===== src/sv/pism_pkg.sv =====
package pism_pkg;

  // default widths
  localparam int SampleWidthDef    = 16;
  localparam int DegreeFracBitsDef = 15;

  // configuration port
  localparam int CfgIdxWidth = 3;

  localparam logic [CfgIdxWidth-1:0] RegBottomLeft  = 3'd0;
  localparam logic [CfgIdxWidth-1:0] RegTopLeft     = 3'd1;
  localparam logic [CfgIdxWidth-1:0] RegTopRight    = 3'd2;
  localparam logic [CfgIdxWidth-1:0] RegBottomRight = 3'd3;

  // how the final degree is formed from the edge term
  typedef enum logic [1:0] {
    KIND_ZERO,
    KIND_ONE,
    KIND_TERM,
    KIND_ONE_MINUS
  } kind_e;

  // control that travels alongside the payload through the row
  typedef struct packed {
    logic  valid;
    kind_e kind;
  } ctl_t;

endpackage


===== src/sv/pism_ifs.sv =====
// sample channel
interface pism_sample_if #(
  parameter int SAMPLE_WIDTH = pism_pkg::SampleWidthDef
);
  logic                    valid;
  logic                    ready;
  logic [SAMPLE_WIDTH-1:0] sample;

  modport source (output valid, output sample, input ready);
  modport sink (input valid, input sample, output ready);
endinterface

// degree channel
interface pism_degree_if #(
  parameter int DEGREE_FRAC_BITS = pism_pkg::DegreeFracBitsDef
);
  logic                      valid;
  logic                      ready;
  logic [DEGREE_FRAC_BITS:0] degree;

  modport source (output valid, output degree, input ready);
  modport sink (input valid, input degree, output ready);
endinterface


===== src/sv/pism_front_cell.sv =====
module pism_front_cell #(
  parameter int SAMPLE_WIDTH     = pism_pkg::SampleWidthDef,
  parameter int DEGREE_FRAC_BITS = pism_pkg::DegreeFracBitsDef
) (
  input  logic                                        clk_i,
  input  logic                                        rst_ni,
  input  logic signed [SAMPLE_WIDTH-1:0]              pt_a_i,
  input  logic signed [SAMPLE_WIDTH-1:0]              pt_b_i,
  input  logic signed [SAMPLE_WIDTH-1:0]              pt_c_i,
  input  logic signed [SAMPLE_WIDTH-1:0]              pt_d_i,
  input  logic                                        in_valid_i,
  input  logic signed [SAMPLE_WIDTH-1:0]              in_sample_i,
  output logic                                        in_ready_o,
  input  logic                                        out_ready_i,
  output pism_pkg::ctl_t                              out_ctl_o,
  output logic [SAMPLE_WIDTH+DEGREE_FRAC_BITS:0]      out_rem_o,
  output logic [SAMPLE_WIDTH-1:0]                     out_den_o
);

  localparam int W   = SAMPLE_WIDTH;
  localparam int F   = DEGREE_FRAC_BITS;
  localparam int Dvd = W + F + 1;

  logic signed [W+1:0] x2, x_e, a_e, b_e, c_e, d_e, ab_sum, cd_sum;
  logic signed [W:0]   xa_dif, bx_dif, xc_dif, dx_dif, ba_dif, dc_dif;
  logic [W-1:0]        num;
  logic [W-1:0]        den;
  pism_pkg::kind_e     kind;
  logic [Dvd-1:0]      rem_init;

  logic                valid_q;
  pism_pkg::kind_e     kind_q;
  logic [Dvd-1:0]      rem_q;
  logic [W-1:0]        den_q;

  // sign-extended operands and sums
  assign x_e    = (W+2)'(in_sample_i);
  assign a_e    = (W+2)'(pt_a_i);
  assign b_e    = (W+2)'(pt_b_i);
  assign c_e    = (W+2)'(pt_c_i);
  assign d_e    = (W+2)'(pt_d_i);
  assign x2     = x_e <<< 1;
  assign ab_sum = a_e + b_e;
  assign cd_sum = c_e + d_e;
  assign xa_dif = x_e[W:0] - a_e[W:0];
  assign bx_dif = b_e[W:0] - x_e[W:0];
  assign xc_dif = x_e[W:0] - c_e[W:0];
  assign dx_dif = d_e[W:0] - x_e[W:0];
  assign ba_dif = b_e[W:0] - a_e[W:0];
  assign dc_dif = d_e[W:0] - c_e[W:0];

  // segment select
  always_comb begin
    kind = pism_pkg::KIND_ZERO;
    num  = '0;
    den  = '0;
    if (x_e <= a_e) begin
      kind = pism_pkg::KIND_ZERO;
    end else if (x2 <= ab_sum) begin
      kind = pism_pkg::KIND_TERM;
      num  = xa_dif[W-1:0];
      den  = ba_dif[W-1:0];
    end else if (x_e < b_e) begin
      kind = pism_pkg::KIND_ONE_MINUS;
      num  = bx_dif[W-1:0];
      den  = ba_dif[W-1:0];
    end else if (x_e <= c_e) begin
      kind = pism_pkg::KIND_ONE;
    end else if (x2 <= cd_sum) begin
      kind = pism_pkg::KIND_ONE_MINUS;
      num  = xc_dif[W-1:0];
      den  = dc_dif[W-1:0];
    end else if (x_e < d_e) begin
      kind = pism_pkg::KIND_TERM;
      num  = dx_dif[W-1:0];
      den  = dc_dif[W-1:0];
    end
  end

  // dividend with half the divisor added for rounding
  assign rem_init = Dvd'({num, F'(0)}) + Dvd'(den >> 1);

  assign in_ready_o = !valid_q || out_ready_i;

  // control register
  always_ff @(posedge clk_i or negedge rst_ni) begin
    if (!rst_ni) begin
      valid_q <= 1'b0;
    end else if (in_ready_o) begin
      valid_q <= in_valid_i;
    end
  end

  // payload register
  always_ff @(posedge clk_i) begin
    if (in_ready_o && in_valid_i) begin
      kind_q <= kind;
      rem_q  <= rem_init;
      den_q  <= den;
    end
  end

  assign out_ctl_o = '{valid: valid_q, kind: kind_q};
  assign out_rem_o = rem_q;
  assign out_den_o = den_q;

endmodule


===== src/sv/pism_div_cell.sv =====
module pism_div_cell #(
  parameter int SAMPLE_WIDTH     = pism_pkg::SampleWidthDef,
  parameter int DEGREE_FRAC_BITS = pism_pkg::DegreeFracBitsDef,
  parameter int QUO_BIT          = 0
) (
  input  logic                                   clk_i,
  input  logic                                   rst_ni,
  input  pism_pkg::ctl_t                         in_ctl_i,
  input  logic [SAMPLE_WIDTH+DEGREE_FRAC_BITS:0] in_rem_i,
  input  logic [SAMPLE_WIDTH-1:0]                in_den_i,
  input  logic [DEGREE_FRAC_BITS:0]              in_quo_i,
  output logic                                   in_ready_o,
  input  logic                                   out_ready_i,
  output pism_pkg::ctl_t                         out_ctl_o,
  output logic [SAMPLE_WIDTH+DEGREE_FRAC_BITS:0] out_rem_o,
  output logic [SAMPLE_WIDTH-1:0]                out_den_o,
  output logic [DEGREE_FRAC_BITS:0]              out_quo_o
);

  localparam int W   = SAMPLE_WIDTH;
  localparam int F   = DEGREE_FRAC_BITS;
  localparam int Dvd = W + F + 1;

  logic [Dvd:0]    trial;
  logic            fits;
  logic [Dvd-1:0]  rem_next;

  logic            valid_q;
  pism_pkg::kind_e kind_q;
  logic [Dvd-1:0]  rem_q;
  logic [W-1:0]    den_q;
  logic [F:0]      quo_q;

  // trial subtract of the shifted divisor
  assign trial    = {1'b0, in_rem_i} - ((Dvd+1)'(in_den_i) << QUO_BIT);
  assign fits     = !trial[Dvd];
  assign rem_next = fits ? trial[Dvd-1:0] : in_rem_i;

  assign in_ready_o = !valid_q || out_ready_i;

  always_ff @(posedge clk_i or negedge rst_ni) begin
    if (!rst_ni) begin
      valid_q <= 1'b0;
    end else if (in_ready_o) begin
      valid_q <= in_ctl_i.valid;
    end
  end

  always_ff @(posedge clk_i) begin
    if (in_ready_o && in_ctl_i.valid) begin
      kind_q <= in_ctl_i.kind;
      rem_q  <= rem_next;
      den_q  <= in_den_i;
      quo_q  <= {in_quo_i[F-1:0], fits};
    end
  end

  assign out_ctl_o = '{valid: valid_q, kind: kind_q};
  assign out_rem_o = rem_q;
  assign out_den_o = den_q;
  assign out_quo_o = quo_q;

endmodule


===== src/sv/pism_tail.sv =====
module pism_tail #(
  parameter int DEGREE_FRAC_BITS = pism_pkg::DegreeFracBitsDef
) (
  input  logic                      clk_i,
  input  logic                      rst_ni,
  input  pism_pkg::ctl_t            in_ctl_i,
  input  logic [DEGREE_FRAC_BITS:0] in_quo_i,
  output logic                      in_ready_o,
  input  logic                      out_ready_i,
  output logic                      out_valid_o,
  output logic [DEGREE_FRAC_BITS:0] out_degree_o
);

  localparam int F = DEGREE_FRAC_BITS;
  localparam logic [F+3:0] One = (F+4)'(1) << F;

  logic            sq_valid_q;
  pism_pkg::kind_e sq_kind_q;
  logic [2*F+1:0]  sq_q;
  logic            sq_ready;

  logic [2*F+2:0]  rounded;
  logic [F+3:0]    term;
  logic [F+3:0]    deg;

  logic            out_valid_q;
  logic [F:0]      degree_q;

  // square stage
  assign in_ready_o = !sq_valid_q || sq_ready;

  always_ff @(posedge clk_i or negedge rst_ni) begin
    if (!rst_ni) begin
      sq_valid_q <= 1'b0;
    end else if (in_ready_o) begin
      sq_valid_q <= in_ctl_i.valid;
    end
  end

  always_ff @(posedge clk_i) begin
    if (in_ready_o && in_ctl_i.valid) begin
      sq_kind_q <= in_ctl_i.kind;
      sq_q      <= (2*F+2)'(in_quo_i) * (2*F+2)'(in_quo_i);
    end
  end

  // twice the squared ratio, rounded half up, then the segment's degree
  assign rounded = (2*F+3)'(sq_q) + ((2*F+3)'(1) << (F-2));
  assign term    = rounded[2*F+2:F-1];

  always_comb begin
    case (sq_kind_q)
      pism_pkg::KIND_ZERO:      deg = '0;
      pism_pkg::KIND_ONE:       deg = One;
      pism_pkg::KIND_TERM:      deg = (term > One) ? One : term;
      pism_pkg::KIND_ONE_MINUS: deg = (term > One) ? One : One - term;
      default:                  deg = '0;
    endcase
  end

  // output register
  assign sq_ready = !out_valid_q || out_ready_i;

  always_ff @(posedge clk_i or negedge rst_ni) begin
    if (!rst_ni) begin
      out_valid_q <= 1'b0;
    end else if (sq_ready) begin
      out_valid_q <= sq_valid_q;
    end
  end

  always_ff @(posedge clk_i) begin
    if (sq_ready && sq_valid_q) begin
      degree_q <= deg[F:0];
    end
  end

  assign out_valid_o  = out_valid_q;
  assign out_degree_o = degree_q;

endmodule


===== src/sv/pi_shape_membership.sv =====
// channel   dir  payload                          transfer
// sample_i  in   sample, SAMPLE_WIDTH signed      valid & ready
// degree_o  out  degree, DEGREE_FRAC_BITS+1 bits  valid & ready
// cfg       in   cfg_idx_i, cfg_data_i            cfg_we_i
//
// one sample per cycle sustained while degree_o.ready holds; the stages are:
// a segment-select cell, one divider cell per quotient bit, a squarer and
// the output register
// every stage holds its item until the next one frees, so bubbles collapse
// and a stall on degree_o backs up stage by stage to sample_i.ready
// reset clears all valid flags and loads the breakpoints to 0, 1, 2 and 3 with W/2 fraction bits
module pi_shape_membership #(
  parameter int SAMPLE_WIDTH     = pism_pkg::SampleWidthDef,
  parameter int DEGREE_FRAC_BITS = pism_pkg::DegreeFracBitsDef
) (
  input  logic                                clk_i,
  input  logic                                rst_ni,
  pism_sample_if.sink                         sample_i,
  pism_degree_if.source                       degree_o,
  input  logic                                cfg_we_i,
  input  logic [pism_pkg::CfgIdxWidth-1:0]    cfg_idx_i,
  input  logic [SAMPLE_WIDTH-1:0]             cfg_data_i
);

  localparam int W          = SAMPLE_WIDTH;
  localparam int F          = DEGREE_FRAC_BITS;
  localparam int Dvd        = W + F + 1;
  localparam int SampleFrac = W / 2;
  localparam int Stages     = F + 2;

  localparam logic [W-1:0] RstA = '0;
  localparam logic [W-1:0] RstB = W'(1) << SampleFrac;
  localparam logic [W-1:0] RstC = W'(2) << SampleFrac;
  localparam logic [W-1:0] RstD = W'(3) << SampleFrac;

  logic signed [W-1:0] bottom_left_q, top_left_q, top_right_q, bottom_right_q;

  pism_pkg::ctl_t ctl [Stages];
  logic [Dvd-1:0] rem [Stages];
  logic [W-1:0]   den [Stages];
  logic [F:0]     quo [Stages];
  logic           rdy [Stages];

  // breakpoint registers
  always_ff @(posedge clk_i or negedge rst_ni) begin
    if (!rst_ni) begin
      bottom_left_q  <= RstA;
      top_left_q     <= RstB;
      top_right_q    <= RstC;
      bottom_right_q <= RstD;
    end else if (cfg_we_i) begin
      unique case (cfg_idx_i)
        pism_pkg::RegBottomLeft:  bottom_left_q  <= cfg_data_i;
        pism_pkg::RegTopLeft:     top_left_q     <= cfg_data_i;
        pism_pkg::RegTopRight:    top_right_q    <= cfg_data_i;
        pism_pkg::RegBottomRight: bottom_right_q <= cfg_data_i;
        default: ;
      endcase
    end
  end

  // segment select and dividend setup
  pism_front_cell #(
    .SAMPLE_WIDTH     (W),
    .DEGREE_FRAC_BITS (F)
  ) u_front (
    .clk_i       (clk_i),
    .rst_ni      (rst_ni),
    .pt_a_i      (bottom_left_q),
    .pt_b_i      (top_left_q),
    .pt_c_i      (top_right_q),
    .pt_d_i      (bottom_right_q),
    .in_valid_i  (sample_i.valid),
    .in_sample_i (sample_i.sample),
    .in_ready_o  (sample_i.ready),
    .out_ready_i (rdy[0]),
    .out_ctl_o   (ctl[0]),
    .out_rem_o   (rem[0]),
    .out_den_o   (den[0])
  );

  assign quo[0] = '0;

  // divider row, most significant quotient bit first
  for (genvar i = 0; i <= F; i++) begin : g_div
    pism_div_cell #(
      .SAMPLE_WIDTH     (W),
      .DEGREE_FRAC_BITS (F),
      .QUO_BIT          (F - i)
    ) u_cell (
      .clk_i       (clk_i),
      .rst_ni      (rst_ni),
      .in_ctl_i    (ctl[i]),
      .in_rem_i    (rem[i]),
      .in_den_i    (den[i]),
      .in_quo_i    (quo[i]),
      .in_ready_o  (rdy[i]),
      .out_ready_i (rdy[i+1]),
      .out_ctl_o   (ctl[i+1]),
      .out_rem_o   (rem[i+1]),
      .out_den_o   (den[i+1]),
      .out_quo_o   (quo[i+1])
    );
  end

  // squarer and output register
  pism_tail #(
    .DEGREE_FRAC_BITS (F)
  ) u_tail (
    .clk_i        (clk_i),
    .rst_ni       (rst_ni),
    .in_ctl_i     (ctl[Stages-1]),
    .in_quo_i     (quo[Stages-1]),
    .in_ready_o   (rdy[Stages-1]),
    .out_ready_i  (degree_o.ready),
    .out_valid_o  (degree_o.valid),
    .out_degree_o (degree_o.degree)
  );

  // degree never exceeds one
  assert property (@(posedge clk_i) disable iff (!rst_ni)
    degree_o.valid |-> degree_o.degree <= ((F+1)'(1) << F))
    else $error("degree above one");

  // an accepted sample lands in the segment-select cell
  assert property (@(posedge clk_i) disable iff (!rst_ni)
    sample_i.valid && sample_i.ready |=> ctl[0].valid)
    else $error("accepted sample lost at the front cell");

  // a breakpoint write takes effect on the next cycle
  assert property (@(posedge clk_i) disable iff (!rst_ni)
    cfg_we_i && cfg_idx_i == pism_pkg::RegTopLeft |=> top_left_q == $past(cfg_data_i))
    else $error("top_left write not taken");

endmodule

===== src/flat_wrapper.sv =====
// flat-port wrapper written by rule: the top's interface ports become plain ports
module pi_shape_membership_flat 
#(
  parameter int SAMPLE_WIDTH     = pism_pkg::SampleWidthDef,
  parameter int DEGREE_FRAC_BITS = pism_pkg::DegreeFracBitsDef
)
  (clk_i, rst_ni, cfg_we_i, cfg_idx_i, cfg_data_i, sample_i_valid, sample_i_sample, sample_i_ready, degree_o_valid, degree_o_degree, degree_o_ready);
  pism_sample_if #(.SAMPLE_WIDTH(SAMPLE_WIDTH)) sample_i_i ();
  pism_degree_if #(.DEGREE_FRAC_BITS(DEGREE_FRAC_BITS)) degree_o_i ();
  input  logic clk_i;
  input  logic rst_ni;
  input  logic cfg_we_i;
  input  logic [pism_pkg::CfgIdxWidth-1:0] cfg_idx_i;
  input  logic [SAMPLE_WIDTH-1:0] cfg_data_i;
  input wire logic [$bits(sample_i_i.valid)-1:0] sample_i_valid;
  input wire logic [$bits(sample_i_i.sample)-1:0] sample_i_sample;
  output wire logic [$bits(sample_i_i.ready)-1:0] sample_i_ready;
  output wire logic [$bits(degree_o_i.valid)-1:0] degree_o_valid;
  output wire logic [$bits(degree_o_i.degree)-1:0] degree_o_degree;
  input wire logic [$bits(degree_o_i.ready)-1:0] degree_o_ready;
  assign sample_i_i.valid = sample_i_valid;
  assign sample_i_i.sample = sample_i_sample;
  assign sample_i_ready = sample_i_i.ready;
  assign degree_o_valid = degree_o_i.valid;
  assign degree_o_degree = degree_o_i.degree;
  assign degree_o_i.ready = degree_o_ready;
  pi_shape_membership #(.SAMPLE_WIDTH(SAMPLE_WIDTH), .DEGREE_FRAC_BITS(DEGREE_FRAC_BITS)) u_core (.clk_i(clk_i), .rst_ni(rst_ni), .sample_i(sample_i_i), .degree_o(degree_o_i), .cfg_we_i(cfg_we_i), .cfg_idx_i(cfg_idx_i), .cfg_data_i(cfg_data_i));
endmodule

===== config.mk =====
export PLATFORM = sky130hd
export DESIGN_NAME = pi_shape_membership_flat
export DESIGN_NICKNAME = d
export VERILOG_FILES = /design/src/sv/pism_pkg.sv /design/src/sv/pism_ifs.sv /design/src/sv/pism_front_cell.sv /design/src/sv/pism_div_cell.sv /design/src/sv/pism_tail.sv /design/src/sv/pi_shape_membership.sv /design/src/flat_wrapper.sv
export SDC_FILE = /design/constraint.sdc
export NUM_CORES = 2
export LEC_CHECK = 0
export BUFFER_PORTS_ARGS = -buffer_cell sky130_fd_sc_hd__buf_2
export CAP_MARGIN = 40
export CORE_MARGIN = 5
export CORE_UTILIZATION = 60
export CTS_BUF_LIST = sky130_fd_sc_hd__clkbuf_16
export DETAILED_ROUTE_END_ITERATION = 10
export PLACE_DENSITY = 0.85
export SLEW_MARGIN = 20
export SYNTH_ARGS = -nofsm -noshare
export SYNTH_HDL_FRONTEND = slang
export SYNTH_SLANG_ARGS = --single-unit
export TNS_END_PERCENT = 20

===== constraint.sdc =====
create_clock -name clk_i -period 7.3 [get_ports clk_i]
set_input_delay 0 -clock clk_i [delete_from_list [all_inputs] [get_ports clk_i]]
set_output_delay 0 -clock clk_i [all_outputs]
set_load 0.1 [all_outputs]

==> impl_metrics.json <==
{
  "outcome": "finished clean",
  "cts_setup_buffers": 0,
  "fin_crit_sh": 0.906,
  "cts_root_buffer": "clkbuf_16",
  "yosysMostFrequentCell": "edfxtp_1",
  "grt_usage": 0.234,
  "clkSinkCount": 922,
  "drc": 0,
  "r2r_slack_ns": 0.68,
  "numCtsBuffers": 93,
  "relSlewSlack": 0.371,
  "wl_per_cell_um": 17.9,
  "synth_area_per_cell_um2": 10.9,
  "setup_viol": 0,
  "crit_type": "flip-flop to flip-flop",
  "synthArstFlopShare": 0.0900,
  "clock_path_buffers": 3,
  "synthTopCellsByArea": "edfxtp_1, ha_1, fa_1",
  "coreArea_mm2": 0.0986,
  "synth_sequential_area_ratio": 0.457,
  "dr.pass1.iters": 6,
  "hold_violations": 0,
  "htreeDepth": 3,
  "rsz0062_at_grt": "no",
  "cts_resized": 0,
  "slew_viol_final": 0,
  "dp_hpwl_mm": 93.7,
  "drv_cap": 0,
  "max_freq_ghz": 0.151,
  "worstHoldPathType": "input pin to flip-flop",
  "synth-seq-cells": 922,
  "start_kind": "flip-flop",
  "seq_area_mm2": 0.0273,
  "numPortBuffers": 57,
  "synthCells": 5483,
  "tns_ns": 0,
  "gp_congestion": 0.936,
  "grt_pass1_wl_mm": 206,
  "die-area_mm2": 0.106,
  "clk_pin_slew_ns": 0.07,
  "synth_common_cells": "edfxtp_1, inv_1, ha_1",
  "synth_flop_cell": "edfxtp_1",
  "io_pins": 58,
  "critical_path_required_ns": 7.73,
  "worst-slew-pin-transition_ns": 0.919,
  "grt_max_degree": 65,
  "drt-initial-drc-count": 3099,
  "vias_per_cell": 5.90,
  "setup.worst_path.end_class": "flip-flop",
  "fin_area_mm2": 0.0651,
  "clk-insertion-delay-late_ns": 0.70,
  "wl_mm": 125,
  "placed_area_mm2": 0.0617,
  "yosysUniqueCellTypes": 98,
  "fin_skew_ns": 0.0542,
  "yosysTopAreaCell": "edfxtp_1",
  "multi_input_area_mm2": 0.0297,
  "cts_tree": "built",
  "core.rowCount": 115,
  "area_growth_pct": 9.22,
  "syn-cell-area_mm2": 0.0596,
  "die_h_um": 325,
  "fin_crit_ns": 6.62,
  "grt-ovfl-total": 0,
  "diodes": 0,
  "final_antenna_net_count": 0,
  "fill_cells": 6879,
  "nNetsFinal": 6356,
  "synth_top_area_frac": 0.422,
  "vias": 41200,
  "hold_buffers": 38,
  "grt_pass1_vias": 41500,
  "die_x_um": 325,
  "antenna_found_initial": 0,
  "synth_fp_nets": 6221,
  "path_max_fanout": 14,
  "initial_utilization": 0.605,
  "synth_edf_count": 839,
  "yosys_warnings": 0,
  "cp.arrival_ns": 7.05,
  "drive_above_1_share": 0.0729
}
## cells in the final DEF (no fill, tap or decap), types with 91 or more instances in the layout
master       n
clkbuf_16   93
ha_1       512
nor2_1     339
nand2_1    401
xnor2_1    221
a21oi_1    301
fa_1       186
xor2_1     179
inv_1      643
o21ai_0    319
mux2_2      91
nor3_1     124
edfxtp_1   839
a21o_1      99
## final cells by class
class	instances	area share
Multi-Input combinational cell	3828	0.456
Inverter	626	0.0361
Sequential cell	922	0.419
Tap cell	1287	0.0247
Clock inverter	74	0.0102
Clock buffer	93	0.0357
Timing Repair Buffer	147	0.0185
## per-layer routing
layer,part of all wire,vias to the layer above,global-route usage
met3,0.051,307,0.0311
met5,0,-,0
li1,-,19800,-
met2,0.51,1294,0.420
met1,0.41,19700,0.293
met4,0.034,0,0.0782
## flip-flops by register name, summed over array words and instances, names as in the netlist, 19 cells and up
| signal | count |
|---|---|
| u_core.g_div.u_cell.out_rem_o | 466 |
| u_core.g_div.u_cell.kind_q | 32 |
| u_core.g_div.u_cell.out_den_o | 134 |
| u_core.u_tail.sq_q | 19 |
| u_core.g_div.u_cell.out_quo_o | 136 |
## through the flow
stage                     hold WS (ns)  std cells  worst slack (ns)  utilization
after CTS                       0.0713       6973             0.770        0.660
after floorplan                 -0.296       5483              1.18            -
after global routing             0.122       6977             0.354        0.661
after global placement          -0.130       6753             0.846        0.624
after detailed placement        -0.127       6768             0.789        0.626
final                            0.116       6977             0.683        0.661
## worst max-delay path: stages, from the launching register on
cell and delay (ns):
edfxtp_1 0.70, inv_1 0.31, nor2_1 0.26, inv_1 0.09
fa_1 0.47, fa_1 0.55, inv_1 0.05, ha_1 0.31
fa_1 0.51, fa_1 0.54, inv_1 0.05, fa_1 0.53
inv_1 0.04, ha_1 0.32, o21a_1 0.15, o21ai_0 0.19
a211o_1 0.33, a311oi_1 0.51, a211o_1 0.25, a21oi_1 0.08
xnor2_1 0.13
## logic make-up after synthesis
| family | Yosys count | share of synthesized area |
|---|---|---|
| AO/OA/AOI/OAI | 1184 | 0.128 |
| XOR/XNOR | 400 | 0.0587 |
| adder cells (fa/ha/maj) | 698 | 0.170 |
| buffers and inverters | 733 | 0.0468 |
| flip-flops | 922 | 0.457 |
| multiplexers | 116 | 0.0220 |
| AND/OR/NAND/NOR | 1430 | 0.117 |
## path summary, 6_finish.rpt
| check | from | end | cells after the start |
|---|---|---|---|
| setup / recovery | u_core.g_div[15].u_cell.out_quo_o[12] | u_core.u_tail.sq_q[25] | 20 |
| hold / removal | cfg_data_i[5] | u_core.bottom_left_q[5] | 4 |
| setup reg to reg | u_core.g_div[15].u_cell.out_quo_o[12] | u_core.u_tail.sq_q[25] | 20 |
| hold reg to reg | u_core.g_div[4].u_cell.out_rem_o[5] | u_core.g_div[5].u_cell.out_rem_o[5] | 0 |
| max in group asynchronous | rst_ni | u_core.top_right_q[15] | 4 |
| min in group asynchronous | rst_ni | u_core.top_right_q[8] | 4 |
Power is left out: the tool's default activity adds up to more than one toggle a clock period on the data nets, which glitch-free logic cannot reach.
